==> config.mk <==
export PLATFORM = sky130hd
export DESIGN_NAME = aire_cell
export DESIGN_NICKNAME = d
export VERILOG_FILES = /design/src/rtl/aire_pkg.sv /design/src/rtl/aire_cell.sv
export SDC_FILE = /design/constraint.sdc
export NUM_CORES = 1
export LEC_CHECK = 0
export BUFFER_PORTS_ARGS = -buffer_cell sky130_fd_sc_hd__buf_2
export CORE_AREA = 3 3 79 81
export CTS_CLUSTER_SIZE = 8
export DETAILED_ROUTE_END_ITERATION = 6
export DIE_AREA = 0 0 82 84
export PLACE_DENSITY = 0.83
export SYNTH_ARGS = -nofsm -noshare
export SYNTH_HDL_FRONTEND = slang
export SYNTH_SLANG_ARGS = --single-unit
==> constraint.sdc <==
create_clock -name clk_i -period 20 [get_ports clk_i]
set_clock_uncertainty 0.2 [all_clocks]
set_input_delay 4 -clock clk_i [delete_from_list [all_inputs] [get_ports clk_i]]
set_output_delay 4 -clock clk_i [all_outputs]
set_load 0.03 [all_outputs]
==> src/rtl/aire_pkg.sv <==
// Shared types and constants of the array insert/remove engine.
// Used by aire_cell and array_insert_remove_engine; depends on nothing.
package aire_pkg;

  localparam int unsigned FuncW    = 2;
  localparam int unsigned PosW     = 7;
  localparam int unsigned ValW     = 32;
  localparam int unsigned StatW    = 2;
  localparam int unsigned TotalW   = 7;
  localparam int unsigned InDataW  = 40;
  localparam int unsigned OutDataW = 40;

  typedef enum logic [FuncW-1:0] {
    FUNC_APPEND = 2'd0,
    FUNC_INSERT = 2'd1,
    FUNC_REMOVE = 2'd2,
    FUNC_READ   = 2'd3
  } func_e;

  typedef enum logic [StatW-1:0] {
    STAT_DONE     = 2'd0,
    STAT_REJECTED = 2'd1,
    STAT_NOMATCH  = 2'd2
  } status_e;

  typedef enum logic [1:0] {
    CELL_HOLD   = 2'd0,
    CELL_APPEND = 2'd1,
    CELL_INSERT = 2'd2,
    CELL_SHIFT  = 2'd3
  } cell_op_e;

  typedef enum logic {
    ST_IDLE   = 1'b0,
    ST_REMOVE = 1'b1
  } state_e;

endpackage

==> src/rtl/aire_cell.sv <==
// One storage cell of the list: holds one entry and trades it with its neighbors.
// Depends on aire_pkg for the cell operation codes and the value width.
module aire_cell #(
  parameter int unsigned IW = 6,
  parameter int unsigned CW = 7
) (
  input  logic                      clk_i,
  input  aire_pkg::cell_op_e        op_i,
  input  logic [IW-1:0]             idx_i,
  input  logic [IW-1:0]             sel_i,
  input  logic [CW-1:0]             lim_i,
  input  logic [aire_pkg::ValW-1:0] wr_value_i,
  input  logic [aire_pkg::ValW-1:0] key_i,
  input  logic [aire_pkg::ValW-1:0] left_i,
  input  logic [aire_pkg::ValW-1:0] right_i,
  output logic [aire_pkg::ValW-1:0] data_o,
  output logic                      match_o
);

  logic [aire_pkg::ValW-1:0] data_q;
  logic [aire_pkg::ValW-1:0] data_d;

  always_comb begin
    data_d = data_q;
    unique case (op_i)
      aire_pkg::CELL_HOLD: begin
        data_d = data_q;
      end
      aire_pkg::CELL_APPEND: begin
        if (idx_i == sel_i) begin
          data_d = wr_value_i;
        end
      end
      aire_pkg::CELL_INSERT: begin
        if (idx_i == sel_i) begin
          data_d = wr_value_i;
        end else if ((idx_i > sel_i) && (CW'(idx_i) <= lim_i)) begin
          data_d = left_i;
        end
      end
      aire_pkg::CELL_SHIFT: begin
        if (idx_i >= sel_i) begin
          data_d = right_i;
        end
      end
      default: begin
        data_d = data_q;
      end
    endcase
  end

  always_ff @(posedge clk_i) begin
    data_q <= data_d;
  end

  assign data_o  = data_q;
  assign match_o = (data_q == key_i);

endmodule

==> impl_metrics.tcl, run 1 <==
set metrics [dict create \
    dp_hpwl_mm 5.91 \
    setup-violations-final 0 \
    syn-cell-area_um2 2470 \
    worstMarginPinSlew_ns 1.07 \
    setup_slack_ns 10.55 \
    port_buffers 182 \
    hold_class "primary input to flop" \
    drive_gt1_share_pct 47.2 \
    track_usage_pct 20.3 \
    synthTopCellsByCount "33 x nand2b_1, 32 x a2bb2oi_1, 32 x edfxtp_1, 32 x o31ai_1, 32 x xor2_1" \
    grt_pass1_vias 2381 \
    largest_reg_flops 32 \
    synthesis.nets 397 \
    gp_congestion 0.830 \
    synth_warnings 0 \
    fin_area_um2 3500 \
    period_minus_slack_ns 9.45 \
    synth_most_common_cell "nand2b_1" \
    min_to "data_o[15]$_DFFE_PP_" \
    tritoncts "yes" \
    status "completed" \
    seq_area_frac_synth_pct 38.8 \
    syn_inst 235 \
    dr.pass1.iters 4 \
    antenna_found_initial 0 \
    ys.flop_type "edfxtp_1" \
    cts_repair_resize_count 0 \
    async_flop_share_pct 0 \
    area_growth_syn_to_layout_pct 41.6 \
    cts_setup_buffers 0 \
    powerDensity_nw_per_um2 60.2 \
    post-synth-top-area-cell "edfxtp_1" \
    grt_first_pass_wirelength_mm 10.8 \
    yosysTopAreaCellShare_pct 38.8 \
    synth_cell_types 25 \
    die_w_um 82 \
    preCtsSetupSlack_ns 10.51 \
    placed_cell_area_um2 3390 \
    grt_overflow 0 \
    cp-startpoint "key_i[12]" \
    whs_path_depth 2 \
    dieArea_um2 6890 \
    drt-initial-drc-count 103 \
    end_kind "output pin" \
    row_count 27 \
    via_per_inst 5.10 \
    numClockSinks 32 \
    start_util_pct 44.6 \
    ctsLongestPathBuffers 2 \
    slew_headroom_pct 28.6 \
    synth_edf_count 32 \
    vias 2451 \
    min-delay-start "wr_value_i[15]" \
    critPathLaunchType "primary input" \
    wire_per_inst_um 14.9 \
    wirelength_mm 7.19 \
    h-tree-depth 2 \
    p_leak_uw 0.00170 \
    cts_buffers 5 \
    synth-seq-cells 32 \
    grt_max_degree 66 \
    crit_type "primary input to output pin" \
    syn_avg_cell_area_um2 10.5 \
    ir_worst_vdd_mv 0.0281 \
    cts-root-buf "clkbuf_8" \
    finalHoldViolations 0 \
    worst-path-max-fanout 1 \
    die_h_um 84 \
    nNetsFinal 570 \
    io_pins 183 \
    max_freq_mhz 106 \
    drcViolationCount 0 \
    antenna_cells 0 \
    ctsHoldBuffers 0 \
    maxCapViolCount 0 \
    min_period_over_period_pct 47.3 \
    ant_nets 0 \
    slew_violations 0 \
    core_um2 5540 \
    arrival_ns 5.25 \
    power_uw 211 \
    rsz0062_at_grt "no" \
    synth_area_leaders "edfxtp_1 39%, a2bb2oi_1 11%, xor2_1 11%" \
    required_ns 15.80 \
    fin_setup_tns_ns 0 \
    path_clk_slew_ns 0.06 \
]
-- cells in the final DEF (no fill, tap or decap), types with 3 or more instances in the layout --
master	n
inv_1	13
buf_2	182
ha_1	12
nor2_1	3
a21o_1	3
nor4_1	8
clkbuf_8	5
edfxtp_1	32
o31ai_1	32
nand2b_1	33
a2bb2oi_1	32
xor2_1	32
a211oi_1	3
-- worst max-delay path by stage --
stage	endpoint	slack [ns]	cells past startpoint
after floorplan	data_o[0]$_DFFE_PP_	9.27	7
after global placement	match_o	10.51	6
after detailed placement	match_o	10.51	6
after CTS	match_o	10.51	6
after global routing	match_o	10.38	6
final	match_o	10.55	6
-- final cells by class --
| class | count | area (um^2) |
|---|---|---|
| Timing Repair Buffer | 184 | 926 |
| Sequential cell | 32 | 961 |
| Clock inverter | 2 | 35.0 |
| Tap cell | 72 | 90.1 |
| Multi-Input combinational cell | 172 | 1370 |
| Inverter | 13 | 48.8 |
| Clock buffer | 6 | 72.6 |
| Fill cell | 485 | 2040 |
-- per-layer routing --
metal	up-vias	track usage (%)	routed length (um)
li1	1240	-	-
met1	1082	22.3	2670
met2	119	38.6	3820
met3	10	4.10	614
met4	0	4.98	84
met5	-	0	0
-- per-stage QoR --
step                util, %  instances  hold WS, ns
floorplan                 -        235         4.04
global placement       61.3        473         4.13
detailed placement     61.3        473         4.14
CTS                    63.2        481         3.85
global route           63.2        481         3.85
finish                 63.2        481         3.86
-- critical path: stages --
cell and delay (ns):
buf_2 0.10, xor2_1 0.16, nor4_1 0.46, nand4_1 0.20, nor2_1 0.12, buf_2 0.20
-- logic make-up after synthesis --
kind of cell	share of synthesized area, %
compound gates	24.7
buf+inv	6.07
fa+ha+maj	6.07
simple gates	13.0
xor+xnor	11.3
flops	38.8
-- where the power goes --
part	internal [uW]	switching, uW	total [uW]	leakage, uW
clock network	36.9	22.1	59.0	0.0000552
registers	82.2	4.51	86.7	0.000305
logic	29.3	35.7	65.0	0.00134
total	148	62.3	211	0.00170
Power figures use the tool's default switching activity.
==> run 2, diff against run 1 <==
Settings changed: CORE_AREA 3 3 79 81 to 3 3 82 84, DIE_AREA 0 0 82 84 to 0 0 85 87, PLACE_DENSITY 0.83 to 0.78.
Clock period 20 ns to 9.36 ns, I/O delays scaled along.
==> run 2 against run 1 <==
Die area up 7.4%. Clock power up 65%. Via count up 0.82%. Combinational power up 110%. Sequential power up 110%. Count of clock-buffer cells in the layout up 1. Critical path type unchanged. Critical endpoint unchanged. Highest routed layer unchanged.
==> impl_metrics.tcl, run 2 (synthesis gave the netlist of run 1 again) <==
set metrics [dict create \
    ir_worst_vdd_mv 0.0602 \
    min_period_over_period_pct 56.4 \
    cts_buffers 5 \
    cts-root-buf "clkbuf_8" \
    maxCapViolCount 0 \
    hold_class "primary input to flop" \
    area_growth_syn_to_layout_pct 40.9 \
    final_common_cell "buf_2" \
    dp_hpwl_mm 6.05 \
    start_util_pct 41.3 \
    ant_nets 0 \
    wirelength_mm 7.30 \
    slew_headroom_pct 29.6 \
    grt_max_degree 66 \
    tritoncts "yes" \
    cts_setup_buffers 0 \
    grt_overflow 0 \
    track_usage_pct 19.0 \
    port_buffers 182 \
    row_count 28 \
    slew_violations 0 \
    largest_reg_flops 32 \
    ctsHoldBuffers 0 \
    gp_congestion 0.792 \
    most-common-layout-cells "182 x buf_2, 33 x nand2b_1" \
    crit_top_cell "buf_2" \
    met2_usage_pct 35.5 \
    rsz0062_at_grt "no" \
    cts_repair_resize_count 0 \
    cp_num_buf_inv 2 \
    required_ns 7.29 \
    p_leak_uw 0.00169 \
    post-route-util_pct 58.2 \
    antenna_cells 0 \
    worstMarginPinSlew_ns 1.06 \
    worst-path-max-fanout 1 \
    wire_per_inst_um 15.0 \
    cp_num_cells 6 \
    busiest_layer "met2" \
    dieArea_um2 7400 \
    h-tree-depth 2 \
    nNetsFinal 571 \
    powerDensity_nw_per_um2 121 \
    cpMaxStageDelayCell "nor4_1" \
    drt-initial-drc-count 60 \
    worstPathCellList "buf_2, xor2_1, nor4_1, nand4_1, nor2_1, buf_2" \
    slowest_delay_ns 0.52 \
    whs_path_depth 2 \
    met3_usage_pct 2.65 \
    drive_gt1_share_pct 46.8 \
    drcViolationCount 0 \
    end_kind "output pin" \
    vias 2471 \
    grt_first_pass_wirelength_mm 11.2 \
    numClockSinks 32 \
    grt_pass1_vias 2462 \
    fin_setup_tns_ns 0 \
    die_h_um 87 \
    arrival_ns 3.21 \
    core_um2 5990 \
    path_clk_slew_ns 0.06 \
    crit_family "simple AND/OR/NAND/NOR gates" \
    grt_use_met1_pct 22.4 \
    via_per_inst 5.09 \
    die_w_um 85 \
    ctsLongestPathBuffers 2 \
    setup-violations-final 0 \
    dr.pass1.iters 4 \
    critPathLaunchType "primary input" \
    finalHoldViolations 0 \
    crit_type "primary input to output pin" \
    max_freq_mhz 189 \
    antenna_found_initial 0 \
    period_minus_slack_ns 5.28 \
    io_pins 183 \
    status "completed" \
]
run 2: cell types whose count changed in the layout (fill, tap and decap cells not counted), sizes merged:
cell    previous run  this run
buf              184       185
bufinv             1         0
clkbuf             6         7
run 2: cell type report:
cell class | count | area, um^2
clock inverters | 1 | 3.75
flip-flops and latches | 32 | 961
repair buffers | 185 | 933
well taps | 75 | 93.8
clock buffers | 7 | 76.3
multi-input cells | 172 | 1370
fillers | 563 | 2500
inverters | 13 | 48.8
run 2: per-layer routing:
| metal | up-vias | share of wire, % |
|---|---|---|
| met5 | - | 0 |
| met4 | 0 | 1.3 |
| met3 | 9 | 7.4 |
| met2 | 113 | 51 |
| met1 | 1110 | 40 |
| li1 | 1239 | - |
run 2: stage by stage:
step / cell area, um^2 / setup slack (ns) / hold WS [ns] / instances / total power, uW
6_report: 3490 / 4.08 / 1.73 / 485 / 422
5_1_grt: 3490 / 4.06 / 1.73 / 485 / 448
4_1_cts: 3490 / 4.16 / 1.72 / 485 / 428
3_5_place_dp: 3410 / 4.16 / 2.01 / 477 / 329
3_3_place_gp: 3410 / 4.13 / 2.01 / 477 / 325
2_1_floorplan: 2470 / 0.762 / 1.91 / 235 / 272
run 2: worst paths after layout:
| check | startpoint | to | slack [ns] |
|---|---|---|---|
| setup / recovery | key_i[21] | match_o | 4.08 |
| hold / removal | wr_value_i[20] | data_o[20]$_DFFE_PP_ | 1.73 |
run 2: where the power goes:
part	total (uW)	switching [uW]	internal, uW
Sequential	185	9.36	176
Clock	97.6	46.0	51.7
Combinational	139	76.3	63.2
